[config.mk]
export PLATFORM = sky130hd
export DESIGN_NAME = dmm_queue
export DESIGN_NICKNAME = d
export VERILOG_FILES = /design/src/design/dmm_pkg.sv /design/src/design/dmm_queue.sv
export SDC_FILE = /design/constraint.sdc
export NUM_CORES = 1
export LEC_CHECK = 0
export BUFFER_PORTS_ARGS = -buffer_cell sky130_fd_sc_hd__buf_4
export CAP_MARGIN = 20
export CORE_MARGIN = 2
export CORE_UTILIZATION = 54
export CTS_BUF_LIST = sky130_fd_sc_hd__clkbuf_4 sky130_fd_sc_hd__clkbuf_8
export CTS_CLUSTER_DIAMETER = 150
export DETAILED_ROUTE_END_ITERATION = 10
export GPL_TIMING_DRIVEN = 0
export HOLD_SLACK_MARGIN = 0.03
export PLACE_DENSITY = 0.83
export SYNTH_ARGS = -nofsm -noshare
export SYNTH_HDL_FRONTEND = slang
export SYNTH_SLANG_ARGS = --single-unit
[constraint.sdc]
create_clock -name clock -period 5.89 [get_ports clock]
set_input_delay 0.589 -clock clock [delete_from_list [all_inputs] [get_ports clock]]
set_output_delay 0.589 -clock clock [all_outputs]
set_load 0.02 [all_outputs]
[src/design/dmm_pkg.sv]
// Shared types and constants of the density multipole moment block.
`default_nettype none

package dmm_pkg;

   // Field widths of one quadrature point and one moment
   localparam int DENS_W = 32;
   localparam int WGT_W  = 32;
   localparam int POS_W  = 24;
   localparam int ORD_W  = 2;
   localparam int IDX_W  = 4;
   localparam int SUM_W  = 64;

   // Stream payload widths (whole bytes)
   localparam int REQ_DATA_W = 136;
   localparam int RSP_DATA_W = 72;

   // Moment order codes
   localparam logic [ORD_W-1:0] ORDER_MONO   = 2'd0;
   localparam logic [ORD_W-1:0] ORDER_DIPOLE = 2'd1;
   localparam logic [ORD_W-1:0] ORDER_QUAD   = 2'd2;
   localparam logic [ORD_W-1:0] ORDER_RESET  = ORDER_QUAD;

   // One classified point as it waits between front and back
   typedef struct packed {
      logic [DENS_W-1:0] density;
      logic [WGT_W-1:0]  weight;
      logic [POS_W-1:0]  pos_x;
      logic [POS_W-1:0]  pos_y;
      logic [POS_W-1:0]  pos_z;
      logic              last_point;
      logic [ORD_W-1:0]  order;
   } dmm_item_type;

endpackage

`default_nettype wire

[src/design/dmm_queue.sv]
// Two-entry queue that decouples point intake from moment accumulation.
`default_nettype none

module dmm_queue
   import dmm_pkg::*;
(
   input  wire logic         clock,
   input  wire logic         reset,
   input  wire logic         push_valid,
   output logic              push_ready,
   input  wire dmm_item_type push_item,
   output logic              pop_valid,
   input  wire logic         pop_ready,
   output dmm_item_type      pop_item
);

   dmm_item_type entry_ff [2];
   logic         wr_ptr_ff, wr_ptr_in;
   logic         rd_ptr_ff, rd_ptr_in;
   logic [1:0]   count_ff, count_in;
   logic         do_push, do_pop;

   // Flow control
   assign push_ready = (count_ff != 2'd2);
   assign pop_valid  = (count_ff != 2'd0);
   assign pop_item   = entry_ff[rd_ptr_ff];
   assign do_push    = push_valid && push_ready;
   assign do_pop     = pop_valid && pop_ready;

   // Advance pointers and fill level
   always_comb begin
      wr_ptr_in = do_push ? ~wr_ptr_ff : wr_ptr_ff;
      rd_ptr_in = do_pop ? ~rd_ptr_ff : rd_ptr_ff;
      count_in  = count_ff;
      if (do_push && !do_pop) begin
         count_in = count_ff + 2'd1;
      end else if (do_pop && !do_push) begin
         count_in = count_ff - 2'd1;
      end
   end

   always_ff @(posedge clock) begin
      if (reset) begin
         wr_ptr_ff <= 1'b0;
         rd_ptr_ff <= 1'b0;
         count_ff  <= 2'd0;
      end else begin
         wr_ptr_ff <= wr_ptr_in;
         rd_ptr_ff <= rd_ptr_in;
         count_ff  <= count_in;
      end
   end

   // Store pushed entries
   always_ff @(posedge clock) begin
      if (do_push) begin
         entry_ff[wr_ptr_ff] <= push_item;
      end
   end

endmodule

`default_nettype wire

After elaboration in Yosys (flattened, before gate mapping). Memories as Yosys holds them, arrays and structs flattened. A register that Yosys moved wholly into a read port is not among the register bits. Cells that the tools add are included.

Add/sub/neg operators: 2. Multipliers: 0. Divide/modulo/power cells: 0. Order comparisons: 0. Equality and inequality tests: 1. Shift-type cells: 0. Mux-type cells: 6. Bitwise logic cells: 2. Reduce and logical (&&, ||, !) cells: 8.

Operator list (count): 1-bit logical AND (4); 1-bit two-way mux (4); 2-bit two-way mux (2); 2-bit nonzero test (2); 2-bit by 1-bit adder with 2-bit output (second input constant) (1); 1-bit logical NOT (2); 2-bit inequality test (second input constant) (1); 1-bit inverter (2); 2-bit by 1-bit subtractor with 2-bit output (second input constant) (1).

Flip-flop bits (word level): 4. Latch bits: 0. Memory bits (writable): 278. Bits in read-only memories: 0. Input port bits: 143. Output and inout port bits: 141. Logic and storage cells: 23. Memories kept: 1.

Memories: entry_ff (depth 2, bits a word 139, read ports 1, clocked after Yosys merged registers in 1, write ports 1, RTL line dmm_queue.sv:17) `dmm_item_type entry_ff [2];`.

Logic depth before layout (Yosys ltp). Gate-level depths: netlist of run 1.

Word-level depth: 6. Depth in mapped cells: 6. Depth with buffers taken out: 6.

Least setup slack after synthesis of run 1. OpenSTA, ideal clock, no wires.

Path kind: register to register. From: register count_ff[0]. To: memory entry_ff[1][0] (netlist bit), enable pin. Setup time: 0.516 ns. Arrival: 3.969 ns. Data required time: 5.374 ns. Slack: 1.405 ns. Cell stages (with the launch flop): 3. Buffers on the path: 0. Clock period less this slack: 4.485 ns. Cells stage by stage: dfxtp_1 -> nand2b_1 -> and3_1.

Longest elaborated chain between the ends: 4.

RTL lines: from (decl) (RTL line dmm_queue.sv:20) `logic [1:0] count_ff, count_in;`; from (signal assigned) (RTL line dmm_queue.sv:50) `count_ff <= count_in;`; 2-bit inequality test (RTL line dmm_queue.sv:24) `assign push_ready = (count_ff != 2'd2);`; net push_ready (RTL line dmm_queue.sv:10) `output logic push_ready,`; 1-bit logical AND (RTL line dmm_queue.sv:27) `assign do_push = push_valid && push_ready;`; 1-bit two-way mux (RTL line dmm_queue.sv:56) `if (do_push) begin`; 1-bit two-way mux (implied by the code) (RTL line dmm_queue.sv:57) `entry_ff[wr_ptr_ff] <= push_item;`; to (decl) (RTL line dmm_queue.sv:17).

The timed path passes the listed nets, and every way through them passes these cells.

==> results of run 1 <==
[cell type report]
class                   instances  area share (%)
well taps                     234           2.141
repair buffers                286           16.14
flip-flops and latches        283           61.78
clock inverters                17          0.9333
clock buffers                  61           5.499
plain buffers                  15           1.089
multi-input cells             157           12.35
inverters                       1         0.06405
[power groups by stage]
stage               clock network [uW]  logic, uW  registers [uW]
floorplan                            0       1080            2630
global placement                     0       1750            2660
detailed placement                   0       1820            2620
CTS                               1650       1830            2580
global route                      1740       1910            2600
finish                            1620       1810            2580
[placed cells by master (no fill, tap or decap), types with 2 or more instances in the layout]
master,synthesis,layout
buf_4,2,285
edfxtp_1,278,278
mux2_2,139,139
clkbuf_8,0,47
clkbuf_4,0,14
buf_6,11,11
clkinv_1,0,10
dfxtp_1,5,5
xor2_1,3,3
nor2_1,3,3
clkinv_2,0,3
buf_16,0,3
buf_2,2,2
o21ai_0,2,2
a21oi_1,2,2
bufinv_16,0,2
clkinvlp_4,0,2
[layer usage]
metal	up-vias	share of wire (%)	track usage [%]
met3	48	9.6	8.244
met2	227	52	34.96
met1	2673	36	21.46
li1	2485	-	-
met5	-	0	0
met4	0	2.6	7.316
[cell usage after synthesis (all sizes together)]
library cell  instances  share of area (%)
and3                  1              0.061
buf                  15                1.4
nand2b                1              0.061
inv                   1              0.036
or2                   1              0.061
o21ai                 2              0.097
nand3b                1              0.073
dfxtp                 5               0.97
xor2                  3               0.26
or3                   1              0.061
ha                    1               0.12
mux2                139                 15
and2                  1              0.061
a21bo                 1              0.097
a21oi                 2              0.097
edfxtp              278                 81
nor2                  3               0.11
[sequential cells by signal, indices dropped and copies added, names as in the netlist, named ones only]
signal / cells
entry_ff: 278
count_ff: 2
rd_ptr_ff: 1
wr_ptr_ff: 1
[stage by stage]
stage               power (uW)  cell area [sq um]  cells  util, %
floorplan                 3715              10280    456        -
global placement          4406              12700    973    67.91
detailed placement        4436              12790    976    68.40
CTS                       6065              13670   1054    73.10
global route              6246              13670   1054    73.10
finish                    6006              13670   1054    73.10
[how the worst max path moves through the flow]
stage / startpoint / to / slack [ns] / cells past startpoint
finish: flip-flop / pop_item[83] / 3.33 / 4
global route: flip-flop / pop_item[83] / 3.22 / 4
CTS: flip-flop / pop_item[83] / 3.25 / 4
detailed placement: push_valid / entry_ff[1][30]$_DFFE_PP_ / 3.70 / 4
global placement: push_valid / entry_ff[1][29]$_DFFE_PP_ / 0.16 / 2
floorplan: count_ff[0]$_SDFFE_PP0P_ / entry_ff[1][0]$_DFFE_PP_ / 1.41 / 2
[kinds of logic (layout without fill, tap and decap cells)]
| group | Yosys count | in the layout | share of synthesized area, % |
|---|---|---|---|
| DFF | 283 | 283 | 82.14 |
| muxes | 139 | 139 | 15.22 |
| buffers and inverters | 16 | 380 | 1.484 |
| and+or+nand+nor | 9 | 9 | 0.4868 |
| AOI/OAI and AO/OA | 5 | 5 | 0.2920 |
| xor gates and xnor gates | 3 | 3 | 0.2555 |
| adders and majority gates | 1 | 1 | 0.1216 |
==> run metrics, run 1 <==
Resized cells post-CTS=0; Max Cap Violations=0; Psw=1742 uW; final hold vios=0; via count=5433; CP Data Required Time=5.30 ns; Avg WL per Cell=19.43 um; CTS sink cnt=around 280; Yosys warnings=0; Combinational Power Share=30.1%; Clk Latency, worst-skew pair=roughly 0.53 ns; first-pass GRT wire length=between 30000 and 40000 um; Worst slew margin=55.84%; FILL cells=1053; Internal=between 4000 and 5000 uW; Clock Skew=0.01014 ns; post-DP HPWL=13790 um; CTS tree=yes; Mapped Nets=600; Hold Buf Count CTS=0; Mapped Cells=approximately 460; Power Density=between 400 and 500 nW/um^2; final WL=20480 um; Hold Crit Start=push_item[17]; Worst VDD drop=0.3350 mV; Max Freq=389.9 MHz; DRT antenna net count=0; n_diodes=0; dpl ws=~3.7 ns; via/cell ratio=5.155; Max Transition Viols Final=0; leakage=0.005142 uW; crit-path max FO=10; vias in the first global route=5962; final setup vio count=0; drt drc=0; synthesized flop and latch total=283; Clock Path Buffers=3; Starting Density=54.98%; largest net degree at the start of global routing=between 70 and 80; initial antenna violation count=0; row cnt=50; First-pass DRT Iterations=4; RSZ-0062 raised after global routing=no; setup TNS=0 ns; register area=8448 sq um; Tmin final=2.565 ns; Mapped Area=10280 sq um; Multi-input gate area=1689 sq um; worst setup margin=roughly 3.3 ns; RR Startpoint=count_ff[0]$_SDFFE_PP0P_; GRT Util Overall=between 10% and 20%; I/O pins=284; worst min-delay path category=primary input to flip-flop; nets@finish=933; most used cell, CP=buf_4; Worst Setup End Kind=output port; Core Area=~19000 sq um; Synth Area per Inst=22.55 sq um; area grow syn2layout=32.96%; CP max stage delay=0.40 ns; worst-case reg-to-reg path depth=4; Crit path max-delay family=buffers and inverters; Hold Crit Endpoint=entry_ff[1][17]$_DFFE_PP_; Final period util=43.54%; Slowest cell on crit path=dfxtp_1; die area=approximately 20000 sq um; gr ovfl total=0; sw frac=around 29%; outcome=finished clean; Die Wd=142.0 um; setup slack, reg-to-reg=3.76 ns; Reg-to-Reg End=entry_ff[1][30]$_DFFE_PP_; H-Tree Depth=2; Post-CTS Setup Bufs=0; clk slew on worst S/H paths=0.07 ns; CP bufs+invs=3; sequential cell area fraction in the yosys report=82.14%; cells along the critical path=buf_4 -> buf_6 -> mux2_2 -> buf_4; CTS buffer count=45; critical setup path kind=flip-flop to output port; Worst Tran Pin Value=0.6624 ns; Netlist cell types=19; Seq pwr share=42.9%; fraction of layout cells with a size suffix above 1=roughly 62%; Die Ht=about 140 um; clock network fraction of design power=a little over a quarter; RD Place Congestion=0.7541; worst hold path cell count=1; Hold WS=0.2357 ns; Port Buf Inserts=283; clk root buf=clkbuf_8; initial DRC count=174; critical path launch point type=flip-flop; Critical Path AT=1.98 ns
(Power assumes the default switching activity.)
==> run 2: changes to the inputs <==
--- a/config.mk
+++ b/config.mk
@@ -5,16 +5,17 @@
 export SDC_FILE = /design/constraint.sdc
 export NUM_CORES = 1
 export LEC_CHECK = 0
+export ABC_AREA = 1
 export BUFFER_PORTS_ARGS = -buffer_cell sky130_fd_sc_hd__buf_4
 export CAP_MARGIN = 20
 export CORE_MARGIN = 2
-export CORE_UTILIZATION = 54
+export CORE_UTILIZATION = 49
 export CTS_BUF_LIST = sky130_fd_sc_hd__clkbuf_4 sky130_fd_sc_hd__clkbuf_8
 export CTS_CLUSTER_DIAMETER = 150
 export DETAILED_ROUTE_END_ITERATION = 10
 export GPL_TIMING_DRIVEN = 0
 export HOLD_SLACK_MARGIN = 0.03
-export PLACE_DENSITY = 0.83
+export PLACE_DENSITY = 0.79
 export SYNTH_ARGS = -nofsm -noshare
 export SYNTH_HDL_FRONTEND = slang
 export SYNTH_SLANG_ARGS = --single-unit
==> constraint.sdc (replaced) <==
create_clock -name clock -period 2.35 [get_ports clock]
set_input_delay 0.235 -clock clock [delete_from_list [all_inputs] [get_ports clock]]
set_output_delay 0.235 -clock clock [all_outputs]
set_load 0.02 [all_outputs]
==> run metrics, run 2 <==
I/O pins=284 (unchanged); synthesized flop and latch total=283 (unchanged); most frequent cells in the layout=285 x buf_4, 278 x edfxtp_1, 142 x dlygate4sd3_1 (was 285 x buf_4, 278 x edfxtp_1, 139 x mux2_2); Power Density=987.6 nW/um^2 (was 439.2 nW/um^2); Psw=4347 uW (was 1742 uW); CTS buffer count=44 (was 45); CTS sink cnt=283 (unchanged); Worst Setup End Kind=output port (unchanged); initial DRC count=257 (was 174); area grow syn2layout=47.65% (was 32.96%); Async SR Flop Fraction=0% (unchanged); CTS tree=yes (unchanged); RD Place Congestion=0.7346 (was 0.7541); Worst VDD drop=0.7494 mV (was 0.3350 mV); most common library cell in the layout ignoring fill and taps=buf_4 (unchanged); Starting Density=49.47% (was 54.98%); final WL=24840 um (was 20480 um); top flop regs=entry_ff x278, count_ff x2 (unchanged); Clock Skew=0.008570 ns (was 0.01014 ns); clk slew on worst S/H paths=0.06 ns (was 0.07 ns); Multi-input gate area=1704 sq um (was 1689 sq um); largest net degree at the start of global routing=36 (was 74); Crit path max-delay family=buffers and inverters (unchanged); final hold vios=0 (unchanged); Inst Count DP=1035 (was 976); Core Area=20820 sq um (was 18710 sq um); area leader, netlist=edfxtp_1 (unchanged); GRT Util Overall=21.78% (was 19.85%); initial antenna violation count=1 (was 0); max FFs per register=278 (unchanged); worst min-delay path category=primary input to flip-flop (unchanged); nets@finish=1092 (was 933); critical setup path kind=flip-flop to output port (unchanged); number of synthesized flops with an enable pin=278 (unchanged); Post-CTS Setup Bufs=0 (unchanged); Synth Area per Inst=21.96 sq um (was 22.55 sq um); predominant post-synthesis flop cell=edfxtp_1 (unchanged); Die Wd=149.0 um (was 142.0 um); Tmin final=2.197 ns; clk root buf=clkbuf_8 (unchanged); Yosys warnings=0 (unchanged); RSZ-0062 raised after global routing=no (unchanged); Critical Path AT=1.96 ns (was 1.98 ns); critical path launch point type=flip-flop (unchanged); dpl ws=0.3917 ns (was 3.697 ns); Combinational Power Share=30.4% (was 30.1%); die area=22200 sq um (was 20170 sq um); Resized cells post-CTS=0 (unchanged); Mapped Cells=469 (was 456); Worst slew margin=52.62% (was 55.84%); Die Ht=149.0 um (was 142.0 um); CP max stage delay=0.38 ns (was 0.40 ns); Slowest cell on crit path=dfxtp_1 (unchanged); Netlist cell types=14 (was 19); Clk Latency, worst-skew pair=0.52 ns (was 0.53 ns); first-pass GRT wire length=36360 um (was 30370 um); sequential cell area fraction in the yosys report=82.01% (was 82.14%); via/cell ratio=4.931 (was 5.155); clock network fraction of design power=25.9% (was 27.0%); crit-path max FO=10 (unchanged); Internal=10670 uW (was 4264 uW); most used cell, CP=buf_4 (unchanged); Mapped Area=10300 sq um (was 10280 sq um); First-pass DRT Iterations=4 (unchanged); Max Freq=455.2 MHz; Avg WL per Cell=19.94 um (was 19.43 um); H-Tree Depth=2 (unchanged); leakage=0.005787 uW (was 0.005142 uW); Clock Path Buffers=3 (unchanged); worst setup margin=0.1533 ns (was 3.325 ns); Final period util=around 93%; DRT antenna net count=0 (unchanged); via count=6144 (was 5433); Seq pwr share=43.7% (was 42.9%); top-count cell post-synth=edfxtp_1 (unchanged); Yosys top cell area share=81.04% (was 81.17%); CP bufs+invs=3 (unchanged); Biggest register=entry_ff (unchanged); post-DP HPWL=14230 um (was 13790 um); sw frac=28.94% (was 29.00%); drt drc=0 (unchanged); CP Data Required Time=2.12 ns (was 5.30 ns); Max Transition Viols Final=0 (unchanged); row cnt=53 (was 50); cells along the critical path=buf_4 -> buf_6 -> mux2_2 -> buf_4 (unchanged); Total Power=15020 uW (was 6006 uW); Max Cap Violations=0 (unchanged); Post-synth top cells=278 x edfxtp_1, 139 x mux2_2, 11 x buf_6 (unchanged); main area contributors after synthesis=edfxtp_1 81%, mux2_2 15%, buf_6 1.2%, dfxtp_1 0.97%, nand2_1 0.33% (was edfxtp_1 81%, mux2_2 15%, buf_6 1.2%, dfxtp_1 0.97%, xor2_1 0.26%); Mapped Nets=613 (was 600); register area=8449 sq um (was 8448 sq um); number of standard cells in the final layout excluding fillers=1246 (was 1054); gr ovfl total=0 (unchanged); FILL cells=1198 (was 1053); final setup vio count=0 (unchanged); outcome=finished clean (unchanged); Port Buf Inserts=283 (unchanged); Worst Tran Pin Value=0.7090 ns (was 0.6624 ns); vias in the first global route=6920 (was 5962); fraction of layout cells with a size suffix above 1=52.89% (was 62.44%)
[run 2: cell count changes after synthesis, moves of 2 or more]
cell,delta
nor2_1,+4
xor2_1,-3
inv_1,+7
nand2_1,+9
nand3_1,+2
[run 2: logic make-up (layout without fill, tap and decap cells)]
| logic type | Yosys count | after routing | share of synthesized area (%) |
|---|---|---|---|
| AOI/OAI and AO/OA | 4 | 4 | 0.1943 |
| adders and majority gates | 1 | 1 | 0.1214 |
| buffers and inverters | 23 | 524 | 1.737 |
| DFF | 283 | 283 | 82.01 |
| muxes | 139 | 139 | 15.19 |
| other | 0 | 1 | 0 |
| and+or+nand+nor | 19 | 19 | 0.7410 |
[run 2: final timing paths]
path	startpoint	to	slack (ns)	cells after the start
max	flip-flop	pop_item[74]	0.15	4
min	push_valid	wr_ptr_ff$_SDFFE_PP0P_	0.13	4
max reg2reg	count_ff[0]$_SDFFE_PP0P_	entry_ff[0][55]$_DFFE_PP_	0.37	6
min reg2reg	count_ff[0]$_SDFFE_PP0P_	count_ff[0]$_SDFFE_PP0P_	0.55	2
[run 2: routing by layer]
metal	track usage [%]	vias to the layer above	share of wire, %
met5	0	-	0
met4	8.095	0	3.0
met3	6.544	65	6.8
met2	41.50	256	55
met1	22.33	3020	35
li1	-	2803	-
[run 2: layout make-up]
type | count | share of cell area, %
antenna | 1 | 0.01645
buffer | 15 | 0.9789
clock buffer | 58 | 4.714
clock inverter | 10 | 0.6088
inverter | 8 | 0.1974
multi-input combinational | 163 | 11.20
sequential | 283 | 55.55
tap | 275 | 2.262
timing repair buffer | 433 | 24.47
[run 2: what timing repair did]
item	4_1_cts	5_1_grt
hold buffers	142	0
setup endpoints to repair	0	0
endpoints found under the hold margin	283	0
[run 2: power groups by stage]
stage	Clock (uW)	Sequential, uW	Combinational, uW
2_1_floorplan	0	6630	2500
3_3_place_gp	0	6680	4060
3_5_place_dp	0	6650	4310
4_1_cts	3920	6560	4530
5_1_grt	4190	6620	4810
6_report	3880	6570	4570
[run 2: worst register-to-register path: stages, from the launching register on]
cell     delay, ns
dfxtp_2       0.33
inv_2         0.07
nand2_4       0.08
nand2_4       0.08
nor2_4        0.58
buf_16        0.26
buf_12        0.25
[run 2: stage by stage]
| stage | utilization (%) | TNS [ns] | cell area, sq um | hold slack [ns] |
|---|---|---|---|---|
| floorplan | - | -188.82 | 10330 | 0.3339 |
| global placement | 61.48 | -420.27 | 12800 | 0.4197 |
| detailed placement | 62.32 | 0 | 12980 | 0.4223 |
| CTS | 73.03 | 0 | 15210 | 0.1008 |
| global route | 73.04 | 0 | 15210 | 0.1224 |
| finish | 73.04 | 0 | 15210 | 0.1304 |
==> run 3: changes to the inputs <==
--- a/config.mk
+++ b/config.mk
@@ -12,10 +12,11 @@
 export CORE_UTILIZATION = 49
 export CTS_BUF_LIST = sky130_fd_sc_hd__clkbuf_4 sky130_fd_sc_hd__clkbuf_8
 export CTS_CLUSTER_DIAMETER = 150
+export CTS_CLUSTER_SIZE = 16
 export DETAILED_ROUTE_END_ITERATION = 10
 export GPL_TIMING_DRIVEN = 0
 export HOLD_SLACK_MARGIN = 0.03
-export PLACE_DENSITY = 0.79
+export PLACE_DENSITY = 0.85
 export SYNTH_ARGS = -nofsm -noshare
 export SYNTH_HDL_FRONTEND = slang
 export SYNTH_SLANG_ARGS = --single-unit
==> run metrics, run 3 (synthesis results as in run 2) <==
drt drc=0 (unchanged); worst min-delay path category=primary input to flip-flop (unchanged); Resized cells post-CTS=0 (unchanged); placed instance area=13020 sq um (was 12980 sq um); Hold Buf Count CTS=141 (was 142); H-Tree Depth=1 (was 2); Max Used Layer=met4 (unchanged); fraction of layout cells with a size suffix above 1=51.72% (was 52.89%); first-pass GRT wire length=34210 um (was 36360 um); met1 wire length=8222 um (was 8660 um); initial DRC count=236 (was 257); fin util=71.00% (was 73.04%); Worst Tran Pin Value=0.7878 ns (was 0.7090 ns); Power Density=913.0 nW/um^2 (was 987.6 nW/um^2); die area=22200 sq um (unchanged); gr ovfl total=0 (unchanged); Worst VDD drop=0.7021 mV (was 0.7494 mV); Post-CTS Setup Bufs=0 (unchanged); clk slew on worst S/H paths=0.11 ns (was 0.06 ns); Inst Count DP=1037 (was 1035); final setup vio count=0 (unchanged); via/cell ratio=4.932 (was 4.931); Clock Path Buffers=3 (unchanged); final hold vios=0 (unchanged); most common library cell in the layout ignoring fill and taps=buf_4 (unchanged); Tmin final=2.167 ns (was 2.197 ns); final WL=23150 um (was 24840 um); Multi-input gate area=1704 sq um (unchanged); via count=5953 (was 6144); GRT Util Overall=20.06% (was 21.78%); n_diodes=0 (was 1); number of standard cells in the final layout excluding fillers=1207 (was 1246); Max Cap Violations=0 (unchanged); initial antenna violation count=0 (was 1); max FFs per register=278 (unchanged); CTS tree=yes (unchanged); Critical Path AT=1.93 ns (was 1.96 ns); Die Wd=149.0 um (unchanged); RSZ-0062 raised after global routing=no (unchanged); leakage=0.005556 uW (was 0.005787 uW); met3 WL=1457 um (was 1685 um); nets@finish=1070 (was 1092); worst-case reg-to-reg path depth=7 (was 6); Port Buf Inserts=283 (unchanged); Worst Setup End Kind=output port (unchanged); critical setup path kind=flip-flop to output port (unchanged); Biggest register=entry_ff (unchanged); I/O pins=284 (unchanged); most frequent cells in the layout=285 x buf_4, 278 x edfxtp_1, 141 x dlygate4sd3_1 (was 285 x buf_4, 278 x edfxtp_1, 142 x dlygate4sd3_1); clk root buf=clkbuf_8 (unchanged); First-pass DRT Iterations=4 (unchanged); worst hold path cell count=4 (unchanged); register area=8449 sq um (unchanged); Worst slew margin=47.35% (was 52.62%); Avg WL per Cell=19.18 um (was 19.94 um); DRT antenna net count=0 (unchanged); top flop regs=entry_ff x278, count_ff x2 (unchanged); crit-path max FO=10 (unchanged); critical path launch point type=flip-flop (unchanged); Max Freq=461.6 MHz (was 455.2 MHz); FILL cells=1229 (was 1198); RD Place Congestion=0.7257 (was 0.7346); CP Data Required Time=2.12 ns (about the same); area grow syn2layout=43.52% (was 47.65%); vias in the first global route=6492 (was 6920); row cnt=53 (unchanged); Final period util=92.19% (was 93.48%); Core Area=20820 sq um (unchanged); Max Transition Viols Final=0 (unchanged); Clk Latency, worst-skew pair=0.53 ns (was 0.52 ns); Starting Density=49.47% (unchanged); CTS sink cnt=283 (unchanged); Clock Skew=0.01985 ns (was 0.008570 ns); Final Cell Area=14780 sq um (was 15210 sq um); largest net degree at the start of global routing=34 (was 36); post-DP HPWL=14060 um (was 14230 um); outcome=finished clean (unchanged); Die Ht=149.0 um (unchanged); Routed met2 length=12960 um (was 13750 um); CTS buffer count=21 (was 44)
## run 3: final timing paths
check,start,endpoint,slack (ns)
worst max-delay path,flip-flop,pop_item[108],0.18
worst min-delay path,push_valid,wr_ptr_ff$_SDFFE_PP0P_,0.10
worst max register to register,count_ff[0]$_SDFFE_PP0P_,entry_ff[0][80]$_DFFE_PP_,0.19
worst min register to register,count_ff[0]$_SDFFE_PP0P_,count_ff[0]$_SDFFE_PP0P_,0.53
## run 3: final cells by class
cell class / instances / area share [%]
plain buffers: 15 / 1.007
clock buffers: 28 / 2.310
clock inverters: 1 / 0.05078
inverters: 8 / 0.2031
multi-input cells: 163 / 11.53
flip-flops and latches: 283 / 57.15
well taps: 275 / 2.327
repair buffers: 434 / 25.42
## run 3: through the flow
| stage | hold slack [ns] | TNS (ns) | total power [uW] | setup WS, ns |
|---|---|---|---|---|
| final | 0.1038 | 0 | 13500 | 0.1835 |
| after global routing | 0.1003 | 0 | 14050 | 0.05574 |
| after CTS | 0.05627 | 0 | 13520 | 0.1288 |
| after detailed placement | 0.4225 | 0 | 10970 | 0.1990 |
| after global placement | 0.4195 | -481.32 | 10780 | -1.748 |
| after floorplan | 0.3339 | -188.82 | 9131 | -0.6884 |
## run 3: where the power goes
| group | switching, uW | internal (uW) |
|---|---|---|
| combinational | 2410 | 2140 |
| clock | 1470 | 938 |
| sequential | 170 | 6360 |
## run 3: metal layers
layer  up-vias  global-route usage [%]
met5         -                       0
met2       202                   39.33
li1       2742                       -
met3        35                   4.404
met4         0                   5.286
met1      2974                   21.64
## run 3: critical path: stages (launching register included)
cell and delay [ns]:
dfxtp_1 0.38, buf_4 0.29, buf_6 0.20, mux2_2 0.36, buf_4 0.16
